**config.mk**
```make
export PLATFORM = sky130hd
export DESIGN_NAME = sql_text_tokenizer
export DESIGN_NICKNAME = d
export VERILOG_FILES = /design/src/rtl/core/sqltok_pkg.sv /design/src/rtl/core/sqltok_lexer.sv /design/src/rtl/core/sqltok_out_queue.sv /design/src/rtl/core/sql_text_tokenizer.sv
export SDC_FILE = /design/constraint.sdc
export NUM_CORES = 1
export LEC_CHECK = 0
export BUFFER_PORTS_ARGS = -buffer_cell sky130_fd_sc_hd__buf_2
export CAP_MARGIN = 15
export CELL_PAD_IN_SITES_DETAIL_PLACEMENT = 1
export CELL_PAD_IN_SITES_GLOBAL_PLACEMENT = 1
export CORE_AREA = 4 4 170 172
export CTS_CLUSTER_DIAMETER = 80
export CTS_CLUSTER_SIZE = 10
export DETAILED_ROUTE_END_ITERATION = 12
export DIE_AREA = 0 0 174 176
export HOLD_SLACK_MARGIN = 0.12
export PLACE_DENSITY = 0.75
export SLEW_MARGIN = 10
export SYNTH_ARGS = -nofsm -noshare
export SYNTH_HDL_FRONTEND = slang
export SYNTH_SLANG_ARGS = --single-unit
```
**constraint.sdc**
```tcl
create_clock -name clk -period 13.5 [get_ports clk]
set_clock_uncertainty 0.15 [all_clocks]
set_input_delay 0.675 -clock clk [delete_from_list [all_inputs] [get_ports clk]]
set_output_delay 0.675 -clock clk [all_outputs]
set_load 0.005 [all_outputs]
```
**src/rtl/core/sqltok_pkg.sv**
```systemverilog
// Shared types, codes and character helpers for the SQL text tokenizer.
package sqltok_pkg;

  localparam int POS_BITS    = 16;
  localparam int EXT_W       = (POS_BITS > 16) ? POS_BITS : 16;
  localparam int QUEUE_DEPTH = 4;
  localparam int QPTR_W      = $clog2(QUEUE_DEPTH);
  localparam int QCNT_W      = $clog2(QUEUE_DEPTH + 1);

  localparam logic [POS_BITS-1:0] POS_MAX = {POS_BITS{1'b1}};

  // Scan modes.
  localparam logic [2:0] MODE_IDLE   = 3'd0;
  localparam logic [2:0] MODE_WORD   = 3'd1;
  localparam logic [2:0] MODE_NUMBER = 3'd2;
  localparam logic [2:0] MODE_STRING = 3'd3;
  localparam logic [2:0] MODE_OPER   = 3'd4;

  // Pending operator codes.
  localparam logic [1:0] PEND_NONE = 2'd0;
  localparam logic [1:0] PEND_GT   = 2'd1;
  localparam logic [1:0] PEND_LT   = 2'd2;
  localparam logic [1:0] PEND_BANG = 2'd3;

  // Token kinds.
  localparam logic [4:0] KIND_EOF    = 5'd0;
  localparam logic [4:0] KIND_WORD   = 5'd1;
  localparam logic [4:0] KIND_NUMBER = 5'd2;
  localparam logic [4:0] KIND_STRING = 5'd3;
  localparam logic [4:0] KIND_STRAY  = 5'd4;
  localparam logic [4:0] KIND_GT     = 5'd5;
  localparam logic [4:0] KIND_GE     = 5'd6;
  localparam logic [4:0] KIND_LT     = 5'd7;
  localparam logic [4:0] KIND_LE     = 5'd8;
  localparam logic [4:0] KIND_NE_LG  = 5'd9;
  localparam logic [4:0] KIND_NE     = 5'd10;
  localparam logic [4:0] KIND_EQ     = 5'd11;
  localparam logic [4:0] KIND_DOT    = 5'd12;
  localparam logic [4:0] KIND_PLUS   = 5'd13;
  localparam logic [4:0] KIND_MINUS  = 5'd14;
  localparam logic [4:0] KIND_STAR   = 5'd15;
  localparam logic [4:0] KIND_SLASH  = 5'd16;
  localparam logic [4:0] KIND_CARET  = 5'd17;
  localparam logic [4:0] KIND_PCT    = 5'd18;
  localparam logic [4:0] KIND_BANG   = 5'd19;
  localparam logic [4:0] KIND_QMARK  = 5'd20;
  localparam logic [4:0] KIND_LPAREN = 5'd21;
  localparam logic [4:0] KIND_RPAREN = 5'd22;
  localparam logic [4:0] KIND_COMMA  = 5'd23;
  localparam logic [4:0] KIND_SEMI   = 5'd24;

  // Characters.
  localparam logic [7:0] CH_NUL    = 8'h00;
  localparam logic [7:0] CH_TAB    = 8'h09;
  localparam logic [7:0] CH_LF     = 8'h0A;
  localparam logic [7:0] CH_CR     = 8'h0D;
  localparam logic [7:0] CH_SPACE  = 8'h20;
  localparam logic [7:0] CH_DQUOTE = 8'h22;
  localparam logic [7:0] CH_SQUOTE = 8'h27;
  localparam logic [7:0] CH_DOT    = 8'h2E;
  localparam logic [7:0] CH_UNDER  = 8'h5F;
  localparam logic [7:0] CH_EQ     = 8'h3D;
  localparam logic [7:0] CH_GT     = 8'h3E;
  localparam logic [7:0] CH_LT     = 8'h3C;
  localparam logic [7:0] CH_BANG   = 8'h21;

  typedef struct packed {
    logic [4:0]  kind;
    logic [15:0] start;
    logic [15:0] length;
    logic        last;
  } tok_t;

  typedef struct packed {
    tok_t       first;
    tok_t       second;
    logic [1:0] count;
  } emit_t;

  function automatic logic is_alpha(input logic [7:0] c);
    return (c >= 8'h61 && c <= 8'h7A) || (c >= 8'h41 && c <= 8'h5A) || c == CH_UNDER;
  endfunction

  function automatic logic is_digit(input logic [7:0] c);
    return c >= 8'h30 && c <= 8'h39;
  endfunction

  function automatic logic is_blank(input logic [7:0] c);
    return c == CH_SPACE || c == CH_TAB || c == CH_LF || c == CH_CR;
  endfunction

  function automatic logic is_quote(input logic [7:0] c);
    return c == CH_SQUOTE || c == CH_DQUOTE;
  endfunction

  // Single punctuation kind, KIND_EOF when the byte is none of them.
  function automatic logic [4:0] punct_kind(input logic [7:0] c);
    logic [4:0] k;
    case (c)
      8'h3D:   k = KIND_EQ;
      8'h2E:   k = KIND_DOT;
      8'h2B:   k = KIND_PLUS;
      8'h2D:   k = KIND_MINUS;
      8'h2A:   k = KIND_STAR;
      8'h2F:   k = KIND_SLASH;
      8'h5E:   k = KIND_CARET;
      8'h25:   k = KIND_PCT;
      8'h3F:   k = KIND_QMARK;
      8'h28:   k = KIND_LPAREN;
      8'h29:   k = KIND_RPAREN;
      8'h2C:   k = KIND_COMMA;
      8'h3B:   k = KIND_SEMI;
      default: k = KIND_EOF;
    endcase
    return k;
  endfunction

  function automatic logic [POS_BITS-1:0] sat_inc(input logic [POS_BITS-1:0] v);
    return (v == POS_MAX) ? v : v + POS_BITS'(1);
  endfunction

  function automatic logic [POS_BITS-1:0] span(input logic [POS_BITS-1:0] from,
                                               input logic [POS_BITS-1:0] to);
    return (to > from) ? to - from : '0;
  endfunction

  // Report a position-wide value on the 16-bit fields, saturating.
  function automatic logic [15:0] clamp16(input logic [POS_BITS-1:0] v);
    logic [EXT_W-1:0] w;
    w = EXT_W'(v);
    return (w > EXT_W'(17'h0FFFF)) ? 16'hFFFF : w[15:0];
  endfunction

endpackage

```
**src/rtl/core/sqltok_lexer.sv**
```systemverilog
// Scan state and per-byte token decision logic.
module sqltok_lexer
  import sqltok_pkg::*;
(
  input  logic       clk,
  input  logic       rst_n,
  input  logic       step_en,
  input  logic [7:0] text_byte,
  output emit_t      emit
);

  logic [2:0]          mode_r, mode_nxt;
  logic [1:0]          pend_r, pend_nxt;
  logic [POS_BITS-1:0] begin_r, begin_nxt;
  logic [POS_BITS-1:0] pos_r, pos_nxt;

  logic                consumed;
  logic                e0_v, e1_v;
  logic [4:0]          e0_kind, e1_kind;
  logic [POS_BITS-1:0] e0_len, e1_len;
  logic [4:0]          pair_kind, single_kind;
  tok_t                tok0, tok1;

  always_comb begin
    mode_nxt    = mode_r;
    pend_nxt    = pend_r;
    begin_nxt   = begin_r;
    consumed    = 1'b0;
    e0_v        = 1'b0;
    e0_kind     = KIND_EOF;
    e0_len      = '0;
    e1_v        = 1'b0;
    e1_kind     = KIND_EOF;
    e1_len      = '0;
    pair_kind   = KIND_EOF;
    single_kind = KIND_BANG;

    // Close or extend the open token.
    case (mode_r)
      MODE_WORD: begin
        if (is_alpha(text_byte) || is_digit(text_byte)) begin
          consumed = 1'b1;
        end else begin
          e0_v     = 1'b1;
          e0_kind  = KIND_WORD;
          e0_len   = span(begin_r, pos_r);
          mode_nxt = MODE_IDLE;
        end
      end
      MODE_NUMBER: begin
        if (is_digit(text_byte) || text_byte == CH_DOT) begin
          consumed = 1'b1;
        end else begin
          e0_v     = 1'b1;
          e0_kind  = KIND_NUMBER;
          e0_len   = span(begin_r, pos_r);
          mode_nxt = MODE_IDLE;
        end
      end
      MODE_STRING: begin
        if (is_quote(text_byte) || text_byte == CH_NUL) begin
          e0_v     = 1'b1;
          e0_kind  = KIND_STRING;
          e0_len   = span(begin_r, pos_r);
          mode_nxt = MODE_IDLE;
          consumed = (text_byte != CH_NUL);
        end else begin
          consumed = 1'b1;
        end
      end
      MODE_OPER: begin
        case (pend_r)
          PEND_GT: begin
            single_kind = KIND_GT;
            if (text_byte == CH_EQ) pair_kind = KIND_GE;
          end
          PEND_LT: begin
            single_kind = KIND_LT;
            if (text_byte == CH_EQ) pair_kind = KIND_LE;
            else if (text_byte == CH_GT) pair_kind = KIND_NE_LG;
          end
          default: begin
            single_kind = KIND_BANG;
            if (text_byte == CH_EQ) pair_kind = KIND_NE;
          end
        endcase
        e0_v = 1'b1;
        if (pair_kind != KIND_EOF) begin
          e0_kind  = pair_kind;
          e0_len   = POS_BITS'(2);
          consumed = 1'b1;
        end else begin
          e0_kind = single_kind;
          e0_len  = POS_BITS'(1);
        end
        mode_nxt = MODE_IDLE;
        pend_nxt = PEND_NONE;
      end
      default: mode_nxt = MODE_IDLE;
    endcase

    // Handle the byte as a fresh start.
    if (!consumed) begin
      if (text_byte == CH_NUL) begin
        e1_v    = 1'b1;
        e1_kind = KIND_EOF;
      end else if (is_blank(text_byte)) begin
        e1_v = 1'b0;
      end else if (is_alpha(text_byte)) begin
        mode_nxt  = MODE_WORD;
        begin_nxt = pos_r;
      end else if (is_digit(text_byte)) begin
        mode_nxt  = MODE_NUMBER;
        begin_nxt = pos_r;
      end else if (is_quote(text_byte)) begin
        mode_nxt  = MODE_STRING;
        begin_nxt = sat_inc(pos_r);
      end else if (text_byte == CH_GT || text_byte == CH_LT || text_byte == CH_BANG) begin
        mode_nxt  = MODE_OPER;
        begin_nxt = pos_r;
        if (text_byte == CH_GT) pend_nxt = PEND_GT;
        else if (text_byte == CH_LT) pend_nxt = PEND_LT;
        else pend_nxt = PEND_BANG;
      end else if (punct_kind(text_byte) != KIND_EOF) begin
        e1_v    = 1'b1;
        e1_kind = punct_kind(text_byte);
        e1_len  = POS_BITS'(1);
      end else begin
        e1_v    = 1'b1;
        e1_kind = KIND_STRAY;
      end
    end

    // End of text rewinds everything.
    if (text_byte == CH_NUL) begin
      mode_nxt  = MODE_IDLE;
      pend_nxt  = PEND_NONE;
      begin_nxt = '0;
      pos_nxt   = '0;
    end else begin
      pos_nxt = sat_inc(pos_r);
    end
  end

  always_comb begin
    tok0.kind   = e0_kind;
    tok0.start  = clamp16(begin_r);
    tok0.length = clamp16(e0_len);
    tok0.last   = !e1_v;
    tok1.kind   = e1_kind;
    tok1.start  = clamp16(pos_r);
    tok1.length = clamp16(e1_len);
    tok1.last   = 1'b1;
    emit.first  = e0_v ? tok0 : tok1;
    emit.second = tok1;
    emit.count  = step_en ? (2'(e0_v) + 2'(e1_v)) : 2'd0;
  end

  always_ff @(posedge clk) begin
    if (!rst_n) begin
      mode_r  <= MODE_IDLE;
      pend_r  <= PEND_NONE;
      begin_r <= '0;
      pos_r   <= '0;
    end else if (step_en) begin
      mode_r  <= mode_nxt;
      pend_r  <= pend_nxt;
      begin_r <= begin_nxt;
      pos_r   <= pos_nxt;
    end
  end

endmodule

```
**src/rtl/core/sqltok_out_queue.sv**
```systemverilog
// Small token queue that takes up to two tokens a cycle and sends one while out_stall is low.
module sqltok_out_queue
  import sqltok_pkg::*;
(
  input  logic  clk,
  input  logic  rst_n,
  input  emit_t emit,
  output logic  full,
  output logic  out_valid,
  input  logic  out_stall,
  output tok_t  head
);

  tok_t              mem_r [QUEUE_DEPTH];
  logic [QPTR_W-1:0] wr_ptr_r, wr_ptr_nxt;
  logic [QPTR_W-1:0] rd_ptr_r, rd_ptr_nxt;
  logic [QCNT_W-1:0] count_r, count_nxt;
  logic              pop;

  assign out_valid = (count_r != '0);
  assign pop       = out_valid && !out_stall;
  assign full      = (count_r > QCNT_W'(QUEUE_DEPTH - 2));
  assign head      = mem_r[rd_ptr_r];

  always_comb begin
    wr_ptr_nxt = wr_ptr_r + QPTR_W'(emit.count);
    rd_ptr_nxt = rd_ptr_r + QPTR_W'(pop);
    count_nxt  = count_r + QCNT_W'(emit.count) - QCNT_W'(pop);
  end

  always_ff @(posedge clk) begin
    if (emit.count != 2'd0) begin
      mem_r[wr_ptr_r] <= emit.first;
    end
    if (emit.count == 2'd2) begin
      mem_r[wr_ptr_r + QPTR_W'(1)] <= emit.second;
    end
  end

  always_ff @(posedge clk) begin
    if (!rst_n) begin
      wr_ptr_r <= '0;
      rd_ptr_r <= '0;
      count_r  <= '0;
    end else begin
      wr_ptr_r <= wr_ptr_nxt;
      rd_ptr_r <= rd_ptr_nxt;
      count_r  <= count_nxt;
    end
  end

endmodule

```
**src/rtl/core/sql_text_tokenizer.sv**
```systemverilog
// Streaming SQL tokenizer: one text byte in per request, tokens out.
//
// Input channel: in_valid / in_stall carry one text byte per request in
// in_text_byte. Byte 0 ends the text: any open token is closed, an eof
// token follows at the byte's position, and the position rewinds to 0.
// Output channel: out_valid / out_stall carry one token per request:
// kind, start position, length and a flag marking the final token that
// its byte produced. A byte yields zero, one or two tokens.
// Each token is written into the output queue when its byte is taken.
// Bytes are taken one per cycle while in_stall is low; the output sends
// one token per cycle while out_stall is low, from a four-entry queue;
// in_stall rises while it holds three or more, so a byte always finds room for two.
// Reset (synchronous, rst_n low) empties the queue and returns the
// scanner to idle at position 0.
// When the receiver stalls, the head token holds on the output until it
// is taken; bytes keep flowing until the queue fills.
module sql_text_tokenizer
  import sqltok_pkg::*;
(
  input  logic        clk,
  input  logic        rst_n,
  input  logic        in_valid,
  output logic        in_stall,
  input  logic [7:0]  in_text_byte,
  output logic        out_valid,
  input  logic        out_stall,
  output logic [4:0]  out_token_kind,
  output logic [15:0] out_token_start,
  output logic [15:0] out_token_length,
  output logic        out_last_of_run
);

  emit_t emit;
  tok_t  head;
  logic  queue_full;
  logic  step_en;

  // Take a byte only when the queue has room for two tokens.
  assign in_stall = queue_full;
  assign step_en  = in_valid && !queue_full;

  // Advance the scan state and decide the tokens of this byte.
  sqltok_lexer u_lexer (
    .clk       (clk),
    .rst_n     (rst_n),
    .step_en   (step_en),
    .text_byte (in_text_byte),
    .emit      (emit)
  );

  // Hold tokens until the receiver takes them.
  sqltok_out_queue u_queue (
    .clk       (clk),
    .rst_n     (rst_n),
    .emit      (emit),
    .full      (queue_full),
    .out_valid (out_valid),
    .out_stall (out_stall),
    .head      (head)
  );

  assign out_token_kind   = head.kind;
  assign out_token_start  = head.start;
  assign out_token_length = head.length;
  assign out_last_of_run  = head.last;

endmodule

```
==> results of run 1 <==
## worst max-delay path: stages
cell	delay, ps
buf_2	380
nand3_2	160
o2111a_1	300
o31a_1	330
mux2_2	310
a211oi_2	470
inv_2	260
ha_1	460
nor2_1	90
or3_1	790
nand2_2	510
buf_4	470
## registers in the layout, summed over array words and instances, names as in the netlist
name,flops
u_queue.count_r,3
u_lexer.pend_r,2
u_queue.wr_ptr_r,2
u_queue.mem_r,152
u_queue.rd_ptr_r,2
u_lexer.mode_r,3
u_lexer.pos_r,16
u_lexer.begin_r,16
## worst min-delay path by stage
stage                                      from                          endpoint  slack (ps)  cells after the start
4_1_cts        u_queue.mem_r[1][0]$_SDFFE_PP1N_  u_queue.mem_r[1][0]$_SDFFE_PP1N_         320                      1
3_5_place_dp   u_queue.mem_r[1][0]$_SDFFE_PP1N_  u_queue.mem_r[1][0]$_SDFFE_PP1N_         300                      1
6_report       u_queue.mem_r[1][0]$_SDFFE_PP1N_  u_queue.mem_r[1][0]$_SDFFE_PP1N_         320                      1
3_3_place_gp   u_queue.mem_r[1][0]$_SDFFE_PP1N_  u_queue.mem_r[1][0]$_SDFFE_PP1N_         290                      1
2_1_floorplan  u_queue.mem_r[2][0]$_SDFFE_PP1N_  u_queue.mem_r[2][0]$_SDFFE_PP1N_         280                      1
5_1_grt        u_queue.mem_r[1][0]$_SDFFE_PP1N_  u_queue.mem_r[1][0]$_SDFFE_PP1N_         350                      1
## stage by stage
stage	std cells	instance area, µm²	utilization (%)
after global routing	1353	12000	43.5
after global placement	1321	11400	41.3
final	1353	12000	43.5
after detailed placement	1321	11400	41.3
after floorplan	988	10900	-
after CTS	1353	12000	43.5
## layout by cell type, fill, tap and decap left out, types with 17 or more instances in the layout
master and count:
dfxtp_1 46, nand2_1 53, xnor2_1 17, mux4_2 38, a21oi_1 46, nand3_1 32, nor2_1 61, o21ai_0 35
a22o_1 65, inv_1 33, o22ai_1 28, edfxtp_1 148, clkbuf_16 17, nor3_1 70, buf_2 51, ha_1 24
## logic make-up after synthesis
logic type / synth area share, %
AO/OA/AOI/OAI: 17.6
XOR/XNOR: 2.25
adder cells (fa/ha/maj): 3.22
buffers and inverters: 4.29
flip-flops: 49.7
multiplexers: 8.34
AND/OR/NAND/NOR: 14.6
## power groups by stage
stage | clock network (W) | logic (W) | registers, W
after floorplan | 0 | 0.000297 | 0.000743
after global placement | 0 | 0.000429 | 0.000759
after detailed placement | 0 | 0.000439 | 0.000763
after CTS | 0.000522 | 0.000440 | 0.000749
after global routing | 0.000547 | 0.000475 | 0.000754
final | 0.000517 | 0.000431 | 0.000749
## layer usage
layer / vias to the layer above / GRT usage, % / share of wire (%)
li1: 3863 / - / -
met1: 4239 / 27.5 / 43
met2: 228 / 34.8 / 49
met3: 59 / 3.45 / 4.4
met4: 0 / 8.28 / 3.7
met5: - / 0 / 0
## layout make-up
type                       instances  area, µm²  share of cell area, %
timing repair buffer              65        360                   3.01
sequential                       196       5410                   45.2
multi-input combinational        679       5030                   42.0
clock buffer                      17        425                   3.56
clock inverter                    15        178                   1.49
inverter                          35        131                   1.10
tap                              346        433                   3.62
==> flow_metrics.env, run 1 <==
export IMPL_status="finished clean"
export IMPL_ff2ff_path_depth=12
export IMPL_drtAntennaViolNets=0
export IMPL_dr_pass1_iters=5
export IMPL_ys_warn_count=0
export IMPL_synth_top_area_share_pct=40.9
export IMPL_synth_sequential_area_ratio_pct=49.7
export IMPL_critPathKind="in2reg"
export IMPL_die_area_um2=30600
export IMPL_clkLatencyLatePin_ps=450
export IMPL_p_clk_share_pct=30.5
export IMPL_combinationalPowerShare_pct=25.4
export IMPL_cts_path_max_buffers=2
export IMPL_cts_hold_buf=0
export IMPL_cap_violations=0
export IMPL_core_um2=27500
export IMPL_area_growth_pct=10.0
export IMPL_drive_above_1_share_pct=16.3
export IMPL_grt_max_degree=57
export IMPL_fin_total_pwr_w=0.00170
export IMPL_cts_htree_levels=4
export IMPL_worstPathMaxFanout=28
export IMPL_endpoint_kind="flop"
export IMPL_yosysMostFrequentCell="edfxtp_1"
export IMPL_root_buffer="clkbuf_16"
export IMPL_io_buffer_count=51
export IMPL_grt_pass1_vias=8741
export IMPL_synth_fp_nets=1026
export IMPL_fin_ws_ps=8210
export IMPL_r2r_end="u_queue.mem_r[2][18]$_DFFE_PP_"
export IMPL_p_per_area_nw_per_um2=142
export IMPL_drc=0
export IMPL_rows=61
export IMPL_cts_resized=0
export IMPL_cts_tree="yes"
export IMPL_initial_core_util_pct=39.6
export IMPL_tightest_slew_ps=1150
export IMPL_viasPerCell=6.20
export IMPL_p_sw_share_pct=32.2
export IMPL_grt_overflow=0
export IMPL_synth_seq_cells=196
export IMPL_async_reset_ff_share_pct=0
export IMPL_reg2reg_from="u_lexer.pend_r[0]$_SDFFE_PN0P_"
export IMPL_synth_distinct_cells=76
export IMPL_synthFlopType="edfxtp_1"
export IMPL_wl_um=32100
export IMPL_worstPathArrival_ps=5240
export IMPL_fmax_mhz=189
export IMPL_drt_initial_drc_count=692
export IMPL_cp_start_kind="input pin"
export IMPL_cts_setup_buffers=0
export IMPL_ys_top_cells_by_count="edfxtp_1, nor3_1, a22o_1"
export IMPL_setup_violations=0
export IMPL_post_route_period_util_pct=39.2
export IMPL_netSwitchingPower_w=0.000546
export IMPL_min_period_ps=5290
export IMPL_ir_drop_v=0.0000822
export IMPL_antenna_found_initial=0
export IMPL_hold_violations=0
export IMPL_critical_path_endpoint="u_queue.mem_r[2][18]$_DFFE_PP_"
export IMPL_hold_path_class="reg2reg"
export IMPL_maxSlewHeadroom_pct=23.3
export IMPL_syn_area_um2=10900
export IMPL_die_h_um=176
export IMPL_crit_start="in_text_byte[0]"
export IMPL_ioPinCount=52
export IMPL_hpwl_um=21700
export IMPL_routedWlPerCell_um=23.7
export IMPL_num_vias=8389
export IMPL_hold_slack_ps=318
export IMPL_synth_area_leaders="edfxtp_1, dfxtp_1, mux4_2, a22o_1, nor3_1"
export IMPL_grt_util_all_layers_pct=20.9
export IMPL_die_w_um=174
export IMPL_clkTransAtPathRegs_ps=90
export IMPL_slew_viol_final=0
export IMPL_diodes=0
export IMPL_seqPwrFrac_pct=44.1
export IMPL_synth_top_area_cell="edfxtp_1"
export IMPL_synth_avg_cell_area_um2=11.0
export IMPL_rrSetupSlack_ps=8840
export IMPL_rsz0062_at_grt="no"
export IMPL_numCtsBuffers=17
export IMPL_n_fill_cell=2970
export IMPL_netlist_instances=988
export IMPL_setup_tns_ps=0
export IMPL_gp_congestion=0.888
export IMPL_dp_slack_ps=7760
export IMPL_power_internal_w=0.00115
export IMPL_synth_enable_flop_cells=148
export IMPL_worstPathRequired_ps=13440
export IMPL_p_leak_nw=3.79
export IMPL_design_final_nets=1032
export IMPL_grt_pass1_wl_um=50500
export IMPL_cts_sinks=196
Note: power is estimated with default switching activity, not from simulation.
==> run 2, diff against run 1 <==
Settings changed: PLACE_DENSITY 0.75 to 0.78.
Clock period 13.5 ns to 4.25 ns, I/O delays scaled along.
==> flow_metrics.env, run 2 (synthesized netlist as in run 1, its figures left out) <==
export IMPL_cts_htree_levels=4
export IMPL_dpl_cell_count=1355
export IMPL_fmax_mhz=256
export IMPL_grt_pass1_vias=8918
export IMPL_hold_path_class="in2reg"
export IMPL_crit_family="simple AND/OR/NAND/NOR gates"
export IMPL_p_per_area_nw_per_um2=445
export IMPL_numCtsBuffers=17
export IMPL_grt_max_degree=57
export IMPL_slew_viol_final=0
export IMPL_reg2reg_from="u_lexer.pend_r[0]$_SDFFE_PN0P_"
export IMPL_hold_depth=5
export IMPL_path_cells="inv_1 > ha_1 > nor2_1 > a2bb2oi_1 > o31a_1 > nand3_1 > nor3_1 > ha_1 > nor2_1 > or3_1 > buf_4 > o21a_1 > o22ai_1"
export IMPL_cts_setup_buffers=0
export IMPL_io_buffer_count=51
export IMPL_p_leak_nw=3.97
export IMPL_setup_tns_ps=0
export IMPL_cap_violations=0
export IMPL_cts_path_max_buffers=2
export IMPL_ioPinCount=52
export IMPL_drc=0
export IMPL_crit_buf_inv=2
export IMPL_routedWlPerCell_um=24.2
export IMPL_clkTransAtPathRegs_ps=70
export IMPL_root_buffer="clkbuf_16"
export IMPL_final_common_cell="edfxtp_1"
export IMPL_reg_top3="u_queue.mem_r: 152 flops, u_lexer.begin_r: 16 flops, u_lexer.pos_r: 16 flops"
export IMPL_largest_register_ffs=152
export IMPL_cts_sinks=196
export IMPL_setup_violations=0
export IMPL_initial_core_util_pct=39.6
export IMPL_rrSetupSlack_ps=340
export IMPL_drtAntennaViolNets=0
export IMPL_maxSlewHeadroom_pct=46.8
export IMPL_ff2ff_path_depth=13
export IMPL_wl_um=33600
export IMPL_worstPathMaxFanout=18
export IMPL_cts_resized=0
export IMPL_grt_use_met3_pct=3.53
export IMPL_layout_common_cells="edfxtp_1, nor3_1, a22o_1"
export IMPL_max_stage_delay_ps=400
export IMPL_drive_above_1_share_pct=18.5
export IMPL_finalCoreUtilization_pct=44.6
export IMPL_drt_initial_drc_count=713
export IMPL_die_w_um=174
export IMPL_n_fill_cell=2966
export IMPL_grt_busiest_layer="met2"
export IMPL_antenna_found_initial=0
export IMPL_ir_drop_v=0.000299
export IMPL_design_final_nets=1068
export IMPL_instances_no_fill=1389
export IMPL_cp_start_kind="flop"
export IMPL_hpwl_um=23400
export IMPL_endpoint_kind="flop"
export IMPL_status="finished clean"
export IMPL_rows=61
export IMPL_post_route_period_util_pct=92.0
export IMPL_critPathSlowestCell="ha_1"
export IMPL_cts_tree="yes"
export IMPL_tightest_slew_ps=788
export IMPL_dp_slack_ps=353
export IMPL_area_growth_pct=12.7
export IMPL_grt_pass1_wl_um=52100
export IMPL_min_period_ps=3910
export IMPL_hp_start="in_valid"
export IMPL_grt_util_all_layers_pct=21.8
export IMPL_fin_ws_ps=342
export IMPL_viasPerCell=6.32
export IMPL_gp_congestion=0.931
export IMPL_place_area_um2=11600
export IMPL_die_h_um=176
export IMPL_hold_violations=0
export IMPL_critPathKind="reg2reg"
export IMPL_design_area_um2=12300
export IMPL_num_vias=8781
export IMPL_r2r_end="u_queue.mem_r[2][33]$_DFFE_PP_"
export IMPL_die_area_um2=30600
export IMPL_grt_overflow=0
export IMPL_diodes=0
export IMPL_hold_end="u_lexer.mode_r[2]$_SDFFE_PN0P_"
export IMPL_worstPathRequired_ps=4270
export IMPL_core_um2=27500
export IMPL_rsz0062_at_grt="no"
export IMPL_use_met2_pct=37.2
export IMPL_dr_pass1_iters=5
export IMPL_clkLatencyLatePin_ps=460
export IMPL_worstPathArrival_ps=3930
export IMPL_use_met1_pct=28.6
export IMPL_top_register="u_queue.mem_r"
[run 2: changes by cell type in the layout (fill, tap and decap cells not counted), sizes merged]
cell / change
clkbuf: +4
clkinv: -3
dlygate4sd3: +2
clkinvlp: -1
buf: +34
[run 2: routing by layer]
| layer | up-vias | wire (µm) |
|---|---|---|
| met5 | - | 0 |
| li1 | 3913 | - |
| met3 | 64 | 1770 |
| met4 | 0 | 912 |
| met1 | 4506 | 14300 |
| met2 | 298 | 16700 |
[run 2: worst register-to-register path: cells and delay by family, from the launching register on]
family,cells,cell delay [ps]
adders and majority gates,2,730
DFF,1,380
buffers and inverters,2,410
AOI/OAI and AO/OA,4,920
and+or+nand+nor,5,1050
[run 2: how the worst max path moves through the flow]
stage | startpoint | endpoint | slack (ps) | depth (start not counted)
2_1_floorplan | in_text_byte[5] | u_queue.mem_r[2][10]$_SDFFCE_PP0P_ | 100 | 11
3_3_place_gp | in_text_byte[2] | u_queue.mem_r[3][24]$_DFFE_PP_ | 500 | 15
3_5_place_dp | in_text_byte[2] | u_queue.mem_r[3][28]$_DFFE_PP_ | 350 | 15
4_1_cts | u_lexer.pend_r[0]$_SDFFE_PN0P_ | u_queue.mem_r[3][28]$_DFFE_PP_ | 390 | 14
5_1_grt | u_lexer.pend_r[0]$_SDFFE_PN0P_ | u_queue.mem_r[3][28]$_DFFE_PP_ | 160 | 14
6_report | u_lexer.pend_r[0]$_SDFFE_PN0P_ | u_queue.mem_r[2][33]$_DFFE_PP_ | 340 | 13
[run 2: final cells by class]
type                    instances  area [µm²]  area share [%]
multi-input cells             679        5020            41.0
well taps                     346         433            3.53
repair buffers                101         673            5.49
inverters                      35         131            1.07
clock inverters                11         104           0.848
flip-flops and latches        196        5410            44.1
clock buffers                  21         483            3.94
[run 2: through the flow]
step	total power, W	hold WS, ps
5_1_grt	0.00569	203
6_report	0.00545	194
2_1_floorplan	0.00330	260
4_1_cts	0.00548	183
3_5_place_dp	0.00387	304
3_3_place_gp	0.00382	301
[run 2: timing repair]
| item | CTS | global route |
|---|---|---|
| endpoints found under the setup margin | 0 | 0 |
| hold buffers | 2 | 0 |
| hold endpoints to repair | 7 | 0 |
[run 2: report_power, final]
group / internal (W) / switching, W
combinational: 0.000623 / 0.000799
sequential: 0.00227 / 0.000118
clock: 0.000844 / 0.000789
==> run 3, diff against run 2 <==
--- a/config.mk
+++ b/config.mk
@@ -18,3 +18,2 @@
 export PLACE_DENSITY = 0.78
-export SLEW_MARGIN = 10
 export SYNTH_ARGS = -nofsm -noshare
==> constraint.sdc (replaced) <==
create_clock -name clk -period 4.25 [get_ports clk]
set_clock_uncertainty 0.15 [all_clocks]
set_input_delay 0.85 -clock clk [delete_from_list [all_inputs] [get_ports clk]]
set_output_delay 0.85 -clock clk [all_outputs]
set_load 0.005 [all_outputs]
==> flow_metrics.env, run 3 (synthesized netlist as in run 1, its figures left out) <==
export IMPL_crit_family="compound AO/OA/AOI/OAI gates"
export IMPL_num_vias=8721
export IMPL_ioPinCount=52
export IMPL_fin_total_pwr_w=0.00550
export IMPL_drt_initial_drc_count=669
export IMPL_crit_buf_inv=2
export IMPL_maxSlewHeadroom_pct=34.6
export IMPL_design_area_um2=12400
export IMPL_tightest_slew_ps=973
export IMPL_grt_util_all_layers_pct=21.5
export IMPL_grt_overflow=0
export IMPL_cts_sinks=196
export IMPL_root_buffer="clkbuf_16"
export IMPL_dr_pass1_iters=5
export IMPL_grt_pass1_wl_um=51800
export IMPL_viasPerCell=6.21
export IMPL_numCtsBuffers=17
export IMPL_fmax_mhz=257
export IMPL_grt_max_degree=57
export IMPL_worstPathMaxFanout=16
export IMPL_initial_core_util_pct=39.6
export IMPL_rsz0062_at_grt="no"
export IMPL_cts_setup_buffers=0
export IMPL_min_period_ps=3890
export IMPL_slew_viol_final=0
export IMPL_n_fill_cell=3003
export IMPL_endpoint_kind="flop"
export IMPL_cts_path_max_buffers=2
export IMPL_cap_violations=0
export IMPL_hold_violations=0
export IMPL_io_buffer_count=51
export IMPL_gp_congestion=0.911
export IMPL_area_growth_pct=14.4
export IMPL_cts_htree_levels=4
export IMPL_hold_path_class="reg2reg"
export IMPL_cp_start_kind="input pin"
export IMPL_place_area_um2=11900
export IMPL_clkTransAtPathRegs_ps=80
export IMPL_final_common_cell="edfxtp_1"
export IMPL_grt_pass1_vias=9042
export IMPL_drtAntennaViolNets=0
export IMPL_diodes=0
export IMPL_critPathSlowestCell="o21ai_4"
export IMPL_status="finished clean"
export IMPL_routedWlPerCell_um=23.4
export IMPL_crit_top_cell="nor2_1"
export IMPL_die_area_um2=30600
export IMPL_core_um2=27500
export IMPL_layout_common_cells="edfxtp_1, nor3_1, a22o_1"
export IMPL_die_w_um=174
export IMPL_cts_resized=0
export IMPL_drive_above_1_share_pct=19.9
export IMPL_critPathKind="in2reg"
export IMPL_post_route_period_util_pct=91.5
export IMPL_die_h_um=176
export IMPL_ir_drop_v=0.000265
export IMPL_setup_violations=0
export IMPL_largest_register_ffs=152
export IMPL_path_cells="buf_2 > nand3_2 > o2111a_1 > o31a_1 > mux2_2 > a211oi_4 > inv_2 > ha_1 > nor2_1 > nor2_1 > nand2_1 > o21ai_4 > a22o_1"
export IMPL_design_final_nets=1083
export IMPL_p_leak_nw=4.05
export IMPL_wl_um=32900
export IMPL_cts_tree="yes"
export IMPL_worstPathArrival_ps=4040
export IMPL_drc=0
export IMPL_clkLatencyLatePin_ps=440
export IMPL_cts_hold_buf=0
export IMPL_top_register="u_queue.mem_r"
export IMPL_worstPathRequired_ps=4400
export IMPL_reg_top3="u_queue.mem_r: 152 flops, u_lexer.begin_r: 16 flops, u_lexer.pos_r: 16 flops"
export IMPL_antenna_found_initial=0
export IMPL_max_stage_delay_ps=610
export IMPL_hpwl_um=22500
export IMPL_rows=61
export IMPL_p_per_area_nw_per_um2=442
## run 3: cell type report
| type | instances | area (µm²) | area share, % |
|---|---|---|---|
| multi-input combinational | 679 | 5050 | 40.6 |
| clock buffer | 18 | 429 | 3.45 |
| sequential | 196 | 5410 | 43.4 |
| tap | 346 | 433 | 3.48 |
| clock inverter | 14 | 166 | 1.34 |
| inverter | 35 | 131 | 1.06 |
| timing repair buffer | 116 | 831 | 6.67 |
## run 3: worst register-to-register path, stage by stage, from the launching register on
cell       delay [ps]
dfxtp_1           380
inv_1              70
ha_1              400
nor2_1            120
a2bb2oi_1         250
o31a_1            250
nand3_1           120
nor3_1            230
ha_1              270
nor2_1             90
nor2_1            140
nand2_1           240
o21ai_4           610
a22o_1            290
## run 3: layer usage
| metal | GRT usage, % | part of all wire, % | routed length, µm | up-vias |
|---|---|---|---|---|
| met5 | 0 | 0 | 0 | - |
| met4 | 6.53 | 1.7 | 554 | 0 |
| met3 | 3.83 | 5.7 | 1860 | 37 |
| met2 | 37.6 | 51 | 16700 | 286 |
| met1 | 27.3 | 42 | 13800 | 4458 |
| li1 | - | - | - | 3940 |
## run 3: stage by stage
step | setup TNS, ps | std cells | setup slack, ps | utilization, % | hold WS [ps]
2_1_floorplan | -7540 | 988 | -175 | - | 281
3_3_place_gp | 0 | 1372 | 46.2 | 43.1 | 293
3_5_place_dp | -1660 | 1372 | -69.3 | 43.1 | 301
4_1_cts | 0 | 1404 | 385 | 45.3 | 317
5_1_grt | 0 | 1404 | 205 | 45.3 | 323
6_report | 0 | 1404 | 362 | 45.3 | 316
## run 3: worst paths after layout
| kind | from | endpoint | slack [ps] | cells past startpoint |
|---|---|---|---|---|
| worst max-delay path | in_text_byte[2] | u_queue.mem_r[0][23]$_DFFE_PP_ | 360 | 13 |
| worst min register to register | u_queue.mem_r[2][0]$_SDFFE_PP1N_ | u_queue.mem_r[2][0]$_SDFFE_PP1N_ | 320 | 1 |
| worst max register to register | u_lexer.pend_r[0]$_SDFFE_PN0P_ | u_queue.mem_r[0][23]$_DFFE_PP_ | 500 | 13 |
| worst min-delay path | u_queue.mem_r[2][0]$_SDFFE_PP1N_ | u_queue.mem_r[2][0]$_SDFFE_PP1N_ | 320 | 1 |
## run 3: power breakdown
part | leakage, nW | internal [W] | switching, W
logic | 2.11 | 0.000648 | 0.000815
clock network | 0.282 | 0.000887 | 0.000770
registers | 1.65 | 0.00227 | 0.000106
